[src/rtl/core/flc_queue.sv]
// Small register FIFO with full and empty flags.
module flc_queue #(
	parameter int WIDTH = 8,
	parameter int DEPTH = 4
) (
	input  logic             clk,
	input  logic             arst_n,
	input  logic             push,
	input  logic [WIDTH-1:0] wr_data,
	input  logic             pop,
	output logic [WIDTH-1:0] rd_data,
	output logic             full,
	output logic             empty
);

	localparam int AW = $clog2(DEPTH);

	logic [WIDTH-1:0] mem_q [DEPTH];
	logic [AW:0]      wr_q;
	logic [AW:0]      rd_q;

	assign empty   = (wr_q == rd_q);
	assign full    = (wr_q[AW-1:0] == rd_q[AW-1:0]) && (wr_q[AW] != rd_q[AW]);
	assign rd_data = mem_q[rd_q[AW-1:0]];

	// pointers
	always_ff @(posedge clk or negedge arst_n) begin
		if (!arst_n) begin
			wr_q <= '0;
			rd_q <= '0;
		end else begin
			if (push && !full)
				wr_q <= wr_q + 1'b1;
			if (pop && !empty)
				rd_q <= rd_q + 1'b1;
		end
	end

	// storage
	always_ff @(posedge clk) begin
		if (push && !full)
			mem_q[wr_q[AW-1:0]] <= wr_data;
	end

endmodule

[config.mk]
export PLATFORM = sky130hd
export DESIGN_NAME = flc_queue
export DESIGN_NICKNAME = d
export VERILOG_FILES = /design/src/rtl/core/flc_queue.sv
export SDC_FILE = /design/constraint.sdc
export NUM_CORES = 1
export LEC_CHECK = 0
export ABC_AREA = 1
export ABC_CLOCK_PERIOD_IN_PS = 2980
export BUFFER_PORTS_ARGS = -buffer_cell sky130_fd_sc_hd__buf_2
export CAP_MARGIN = 5
export CORE_ASPECT_RATIO = 2
export CORE_UTILIZATION = 60
export DETAILED_ROUTE_END_ITERATION = 7
export GPL_ROUTABILITY_DRIVEN = 0
export PLACE_DENSITY_LB_ADDON = 0.25
export SETUP_SLACK_MARGIN = 0.2
export SYNTH_ARGS = -nofsm -noshare
export SYNTH_HDL_FRONTEND = slang
export SYNTH_SLANG_ARGS = --single-unit
[constraint.sdc]
create_clock -name clk -period 2.98 [get_ports clk]
set_clock_uncertainty 0.1 [all_clocks]
set_input_delay 0.149 -clock clk [delete_from_list [all_inputs] [get_ports clk]]
set_output_delay 0.149 -clock clk [all_outputs]
set_load 0.02 [all_outputs]
After elaboration in Yosys (flattened, before gate mapping)
Memory sizes are Yosys's and may differ from the RTL's.
Index checks and enable logic that the tools add are counted.
{ "totals": {"out_inout_bits": 10, "mem_bits_rw": 32, "in_bits": 12, "latch_bits": 0, "register_bits": 6, "memories": 1, "word_cells": 15, "mem_bits_ro": 0} }
{ "mem_list": {"columns": ["memory", "depth", "width", "read_ports", "rd_clocked_by_memory_dff", "write_ports", "line_no", "rtl"], "rows": [
  ["mem_q", 4, 8, 1, 0, 1, "18", "logic [WIDTH-1:0] mem_q [DEPTH];"]
]} }
{ "classes": {"shift": 0, "order_cmp": 0, "n_mux": 2, "n_reduce_logical": 5, "multipliers": 0, "n_addsub": 2, "eq_ne": 3, "n_div": 0, "n_bitwise": 0} }
{ "ops": {"columns": ["cell", "count"], "rows": [
  ["3-bit by 1-bit adder with 3-bit output, second input constant", 2],
  ["3-bit equality test", 1],
  ["1-bit logical AND", 3],
  ["2-bit equality test", 1],
  ["1-bit logical NOT", 2],
  ["1-bit 2-to-1 mux", 2],
  ["1-bit != test", 1]
]} }

Longest topological paths before layout
Gate-level depths: netlist (run 1).
{ "logic_depth": {"word_depth": 6, "depth_mapped": 8, "depth_no_buf": 7} }

Worst setup path before layout (run 1)
Ideal clock, no wire load.
{ "synth_timing": {"path_kind": "reg-to-reg", "from": "register rd_q[1]", "to": "memory mem_q[1][0] (enable)", "t_required_ns": 2.509, "path_buffers": 1, "slack_ns": 1.317, "period_less_slack_ns": 1.663, "stages_incl_launch_ff": 7, "arrival_time_ns": 1.192, "setup_ns": 0.371, "cell_sequence": "dfrtp_1 buf_6 nand2_2 nand2_4 nand3_4 nand2_4 nor2_1"} }
{ "synth_between": {"elab_chain_len": 6} }
{ "synth_rtl": {"columns": ["item", "line_no", "rtl"], "rows": [
  ["start: declaration", "20", "logic [AW:0] rd_q;"],
  ["start signal: assignment", "35", "rd_q <= rd_q + 1'b1;"],
  ["2-bit equality test", "23", "assign full = (wr_q[AW-1:0] == rd_q[AW-1:0]) && (wr_q[AW] != rd_q[AW]);"],
  ["1-bit logical AND", "23", null],
  ["1-bit logical NOT", "41", "if (push && !full)"],
  ["1-bit logical AND", "41", null],
  ["1-bit 2-to-1 mux", "41", null],
  ["1-bit 2-to-1 mux (not written as such)", "42", "mem_q[wr_q[AW-1:0]] <= wr_data;"],
  ["end: declaration", "18", null]
]} }
Every way passes these cells.

Worst setup path after layout (run 1)
{ "layout_timing": {"from": "register rd_q[0]", "to": "memory mem_q[0][7] (enable)"} }
Same word-level chain as after synthesis.

==> run metrics, run 1 <==
Post-Route WL about 3400 um; Hold Buf Count CTS 3; core footprint roughly 0.0026 sq mm; largest net degree at the start of global routing 21; level count of the clock H-tree 2; CTS tree yes; f_max 0.447 GHz; detailed placer's ending HPWL ~2600 um; synthesized cell area roughly 0.0017 sq mm; Netlist cell types 19; first-pass GRT wire length roughly 5000 um; Critical-path top delay cell dfrtp_1; delay of the slowest cell on the worst path about 0.73 ns; Die Wd just under 40 um; reg2reg start rd_q[0]; area leader, netlist edfxtp_1; Antenna Nets Post-Route 0; root buffer cell clkbuf_8; WP buf/inv 1; largest cells by area after synthesis edfxtp_1 58%, dfrtp_1 9.0%, nand2_1 5.0%, o21ai_0 4.8%, nor2_1 4.3%; Setup WS pre-CTS approximately 0.76 ns; met2 usage 0.475; grt ovf 0; post-synthesis sequential area ratio 0.666; I/O Buffers 21; number of cells on the worst reg-to-reg path 6; met1 Resource Use GR 0.245; CTS max path bufs 2; period utilization 0.750; GRT Max-Usage Layer met2; worst hold-check path type in -> reg; CTS resizes 0; row count 26; vias per cell roughly 5.6; Slew @ Worst Pin about 0.68 ns; Post-Syn Area per Cell 11.9 sq um; total number of vias around 1100; CP Capture Point mem_q[0][7]; Setup CP Type reg -> reg; Crit. path cell count 6; synth warn 0; area delta synth->final 13.6%; routed len/inst ~17 um; Worst Setup Slack, final 0.744 ns; DR pass1 iterations 4; gr usage total 0.258; Reg-to-Reg End mem_q[0][7]; layout cell share with drive strength beyond 1 0.219; Crit path arrival time between 2 and 2.5 ns; Max Fanout on Critical Path 20; cell area after layout approximately 0.0019 sq mm; Ant. Diodes 0; Power Density about 1000 mW/mm^2; worst-skew pair later-pin latency ~0.28 ns; Post-Synthesis Cells 140; setup TNS after final layout 0 ns; die area about 0.0030 sq mm; P_leak around 0.8 nW; Max-Cap Viols 0; Most common cell on crit path nand2_4; RSZ-0062 raised after global routing false; dpl cell area between 0.0015 and 0.002 sq mm; I/O pin count 22; setup repair bufs after CTS 0; crit end category flip-flop; total CTS buffers 5; Clock transition at path regs 0.07 ns; Max Slew Vio Count 0; initial antenna violation count 0; critical-path cell list inv_4 > nand2_4 > nand2_4 > nand3_4 > nand2_4 > nor2_1; fin crit period roughly 2.2 ns; Slew HR 0.547; synthesized flop and latch total 38; Reg2Reg Setup Slack about 0.74 ns; DRT iter0 DRCs 53; Die Height ~77 um; vias in the first global route roughly 1100; area share of the largest cell type after synthesis 0.576; worst vdd ir approximately 0.63 mV; Layout Nets between 150 and 200; clk sinks 38; GRT met3 Usage 0.0525; drc violations 0; Critical Path RT between 2 and 3 ns; Final Hold Vio Count 0; status finished clean; CP startpoint rd_q[0]; # setup viols final 0; crit path launch type flip-flop; post-synthesis net count ~160; Starting Density 0.641; crit-path leading delay family simple AND/OR/NAND/NOR gates
flip-flops by register name, summed over array words and instances, names as in the netlist:
name   cells
mem_q     32
rd_q       3
wr_q       3
cell usage after synthesis:
cell / instances
edfxtp_1: 32
nand2_1: 22
nor2_1: 19
o21ai_0: 16
inv_1: 11
o22ai_1: 8
dfrtp_1: 6
nand3_1: 6
ha_1: 5
nand2_4: 4
buf_6: 2
nand2_2: 2
buf_2: 1
buf_4: 1
inv_2: 1
inv_4: 1
nand3_2: 1
nand3_4: 1
xor2_1: 1
power by group:
group	switching, mW	internal (mW)
clock network	0.167	0.161
registers	0.125	0.717
logic	0.526	0.254
total	0.818	1.13
layout make-up:
type / count / area [sq um]
Clock buffer: 6 / 72.6
Clock inverter: 2 / 8.76
Fill cell: 189 / 708
Inverter: 13 / 51.3
Multi-Input combinational cell: 85 / 470
Sequential cell: 38 / 1110
Tap cell: 28 / 35.0
Timing Repair Buffer: 25 / 145
worst register-to-register path: cells and delay by family (launching register included):
kind | cells | cell delay (ns)
and+or+nand+nor | 5 | 0.85
DFF | 1 | 0.73
buffers and inverters | 1 | 0.19
metrics by stage:
| step | std cells | hold slack (ns) | utilization | total power [mW] |
|---|---|---|---|---|
| after floorplan | 140 | -0.247 | - | 1.42 |
| after global placement | 185 | -0.119 | 0.681 | 1.59 |
| after detailed placement | 185 | -0.118 | 0.681 | 1.63 |
| after CTS | 196 | 0.00320 | 0.724 | 1.95 |
| after global routing | 197 | 0.00248 | 0.728 | 2.06 |
| final | 197 | 0.00498 | 0.728 | 1.95 |
logic make-up (layout without fill, tap and decap cells):
kind of cell	Yosys count	in the layout	share of synthesized area
compound gates	24	24	0.0780
flops	38	38	0.666
xor+xnor	1	1	0.00525
fa+ha+maj	5	5	0.0375
simple gates	55	55	0.161
buf+inv	17	46	0.0518
worst min path at each step:
| stage | depth (start not counted) | to | start |
|---|---|---|---|
| after floorplan | 0 | rd_q[0] | arst_n |
| after global routing | 1 | mem_q[0][3] | wr_data[3] |
| after global placement | 1 | rd_q[2] | arst_n |
| after detailed placement | 1 | rd_q[2] | arst_n |
| after CTS | 1 | mem_q[2][6] | wr_data[6] |
| final | 1 | mem_q[3][3] | wr_data[3] |
routing by layer:
| metal | routed length [um] | vias up | share of wire |
|---|---|---|---|
| met4 | 125 | 0 | 0.036 |
| met1 | 1140 | 514 | 0.33 |
| met2 | 2030 | 39 | 0.59 |
| met5 | 0 | - | 0 |
| li1 | - | 541 | - |
| met3 | 139 | 12 | 0.041 |
cells in the final DEF (no fill, tap or decap), drive strengths merged:
master / instances
o21ai: 16
xor2: 1
ha: 5
clkinv: 2
o22ai: 8
inv: 13
nor2: 19
buf: 21
dfrtp: 6
dlygate4sd3: 4
clkbuf: 6
edfxtp: 32
nand3: 8
nand2: 28
(Power assumes the default switching activity.)
==> inputs of run 2 (changes only) <==
ABC_CLOCK_PERIOD_IN_PS = 1900   (was 2980)
CORE_UTILIZATION = 50   (was 60)
clock period = 1.9 ns   (was 2.98 ns; I/O delays follow)
==> run 2 against run 1 <==
Setup slack worse by 0.48 ns. Final cell count is 9.1% higher. Highest routed layer unchanged. Critical endpoint is now mem_q[2][3]. Largest cell class unchanged. Sequential share of layout area shrank 4.2 points. Fmax increased by 37%. Total power grew 64%. Clock-buffer cell count fell by 1. Via count increased by 2.2%. Clock power rose by 61%.
==> run metrics, run 2 (same netlist as run 1, synthesis figures left out) <==
status finished clean; vias per cell 5.26 (-6.4%); Hold Crit Start push; Die Height 83.7 um (+9.3%); reg2reg start wr_q[1]; area delta synth->final 22.3%; Max-Cap Viols 0 (unchanged); crit path launch type flip-flop; Die Wd 42.8 um (+9.1%); worst vdd ir 1.28 mV (+100%); Worst Hold End wr_q[0]; level count of the clock H-tree 2 (unchanged); fin crit period 1.63 ns (-0.602 ns); largest net degree at the start of global routing 19 (-9.5%); total CTS buffers 5 (unchanged); Post-Layout Cell Count 215 (+9.1%); Final Hold Vio Count 0 (unchanged); period utilization 0.860 (+0.110); CTS max path bufs 2 (unchanged); Fin Hold WS 0.00859 ns (+0.00361 ns); vias in the first global route 1083 (-0.37%); Ant. Diodes 0 (unchanged); Crit. path cell count 7 (+1); most common cell after layout, fill and taps aside edfxtp_1; cell area after layout 0.00204 sq mm (+7.7%); Slew HR 0.851 (+0.304); crit end category flip-flop; I/O Buffers 21 (unchanged); crit-path leading delay family simple AND/OR/NAND/NOR gates; CTS tree yes; Power Density 1570 mW/mm^2 (+53%); Slew @ Worst Pin 0.224 ns (-0.453 ns); layout cell share with drive strength beyond 1 0.266 (+0.0474); DR pass1 iterations 4 (unchanged); detailed placer's ending HPWL 2210 um (-14%); total number of vias 1130 (+2.2%); FILL cells 244 (+29%); DRT iter0 DRCs 34 (-36%); # setup viols final 0 (unchanged); root buffer cell clkbuf_8; grt ovf 0 (unchanged); Critical-path top delay cell dfrtp_1; die area 0.00358 sq mm (+19%); Max Fanout on Critical Path 8 (-60%); routed len/inst 14.8 um (-15%); number of cells on the worst reg-to-reg path 7 (+1); Worst Hold Path Cells 3 (+2); Layout Nets 200 (+8.1%); max FFs per register 32 (unchanged); P_leak 0.862 nW (+7.6%); Reg-to-Reg End mem_q[2][3]; worst hold-check path type in -> reg; placed cells 193 (+4.3%); row count 29 (+12%); Worst Setup Slack, final 0.266 ns (-0.478 ns); initial antenna violation count 0 (unchanged); setup TNS after final layout 0 ns (unchanged); most frequent cells in the layout 32 x edfxtp_1, 21 x nand2_1, 21 x buf_2, 19 x nor2_1, 16 x o21ai_0; core footprint 0.00316 sq mm (+21%); Multi-input gate area 473 sq um (+0.53%); worst-skew pair later-pin latency 0.28 ns (about the same); Setup WS pre-CTS 0.235 ns (-0.522 ns); RSZ-0062 raised after global routing false; dpl cell area 0.00181 sq mm (+2.3%); first-pass GRT wire length 4890 um (-2.7%); Critical Path RT 1.79 ns (-1.00 ns); clk sinks 38 (unchanged); I/O pin count 22 (unchanged); Post-Route WL 3180 um (-7.3%); Clock transition at path regs 0.07 ns (about the same); delay of the slowest cell on the worst path 0.42 ns (-0.31 ns); f_max 0.612 GHz (+37%); critical-path cell list buf_4 > nand2_2 > nand2_4 > nand3_4 > nand2_4 > nor2_1 > buf_4; Max Slew Vio Count 0 (unchanged); Antenna Nets Post-Route 0 (unchanged); Starting Density 0.528 (-0.113); Reg2Reg Setup Slack 0.27 ns (-0.48 ns); WP buf/inv 2 (+1); Sequential cell area 0.00111 sq mm (unchanged); Crit path arrival time 1.53 ns (-0.52 ns); drc violations 0 (unchanged); gr usage total 0.191 (-0.0669); Setup CP Type reg -> reg
## run 2: changes by cell type in the layout (fill, tap and decap cells not counted)
cell and delta:
buf_4 +8, dlygate4sd3_1 +6, clkinvlp_4 +2, buf_6 +1, clkbuf_1 -1, inv_1 -1, nand2_1 -1, nand2_2 +1
## run 2: metrics by stage
step                utilization  power, mW
finish                    0.646       3.21
global placement          0.575       2.56
CTS                       0.633       3.15
global route              0.646       3.40
floorplan                     -       2.23
detailed placement        0.575       2.60
## run 2: report_power, final
| group | switching (mW) | total (mW) | internal, mW |
|---|---|---|---|
| logic | 0.921 | 1.44 | 0.519 |
| registers | 0.114 | 1.24 | 1.12 |
| clock network | 0.278 | 0.529 | 0.251 |
## run 2: what timing repair did
action / in CTS / in global routing
setup buffers: 0 / 4
hold buffers: 10 / 0
setup endpoints to repair: 0 / 37
resized for setup: 0 / 3
hold endpoints to repair: 41 / 0
## run 2: how the worst max path moves through the flow
stage / end / slack (ns) / from
floorplan: mem_q[1][0] / 0.24 / rd_q[1]
global placement: mem_q[3][7] / 0.31 / rd_q[1]
detailed placement: mem_q[3][3] / 0.23 / rd_q[1]
CTS: mem_q[3][2] / 0.23 / rd_q[1]
global route: mem_q[2][3] / 0.20 / rd_q[1]
finish: mem_q[2][3] / 0.27 / wr_q[1]
## run 2: layout make-up
cell class              count  area share
clock buffers               5      0.0337
clock inverters             3     0.00798
inverters                  13      0.0270
multi-input cells          85       0.232
flip-flops and latches     38       0.545
well taps                  31      0.0190
repair buffers             40       0.136
## run 2: tightest hold or removal path: stages
cell and delay, ns:
buf_2 0.13, nand3_1 0.08, nand2_1 0.05
## run 2: per-layer routing
layer	track usage	wire, um
met1	0.192	1230
met3	0.0390	75
met2	0.343	1790
met5	0	0
met4	0.105	84
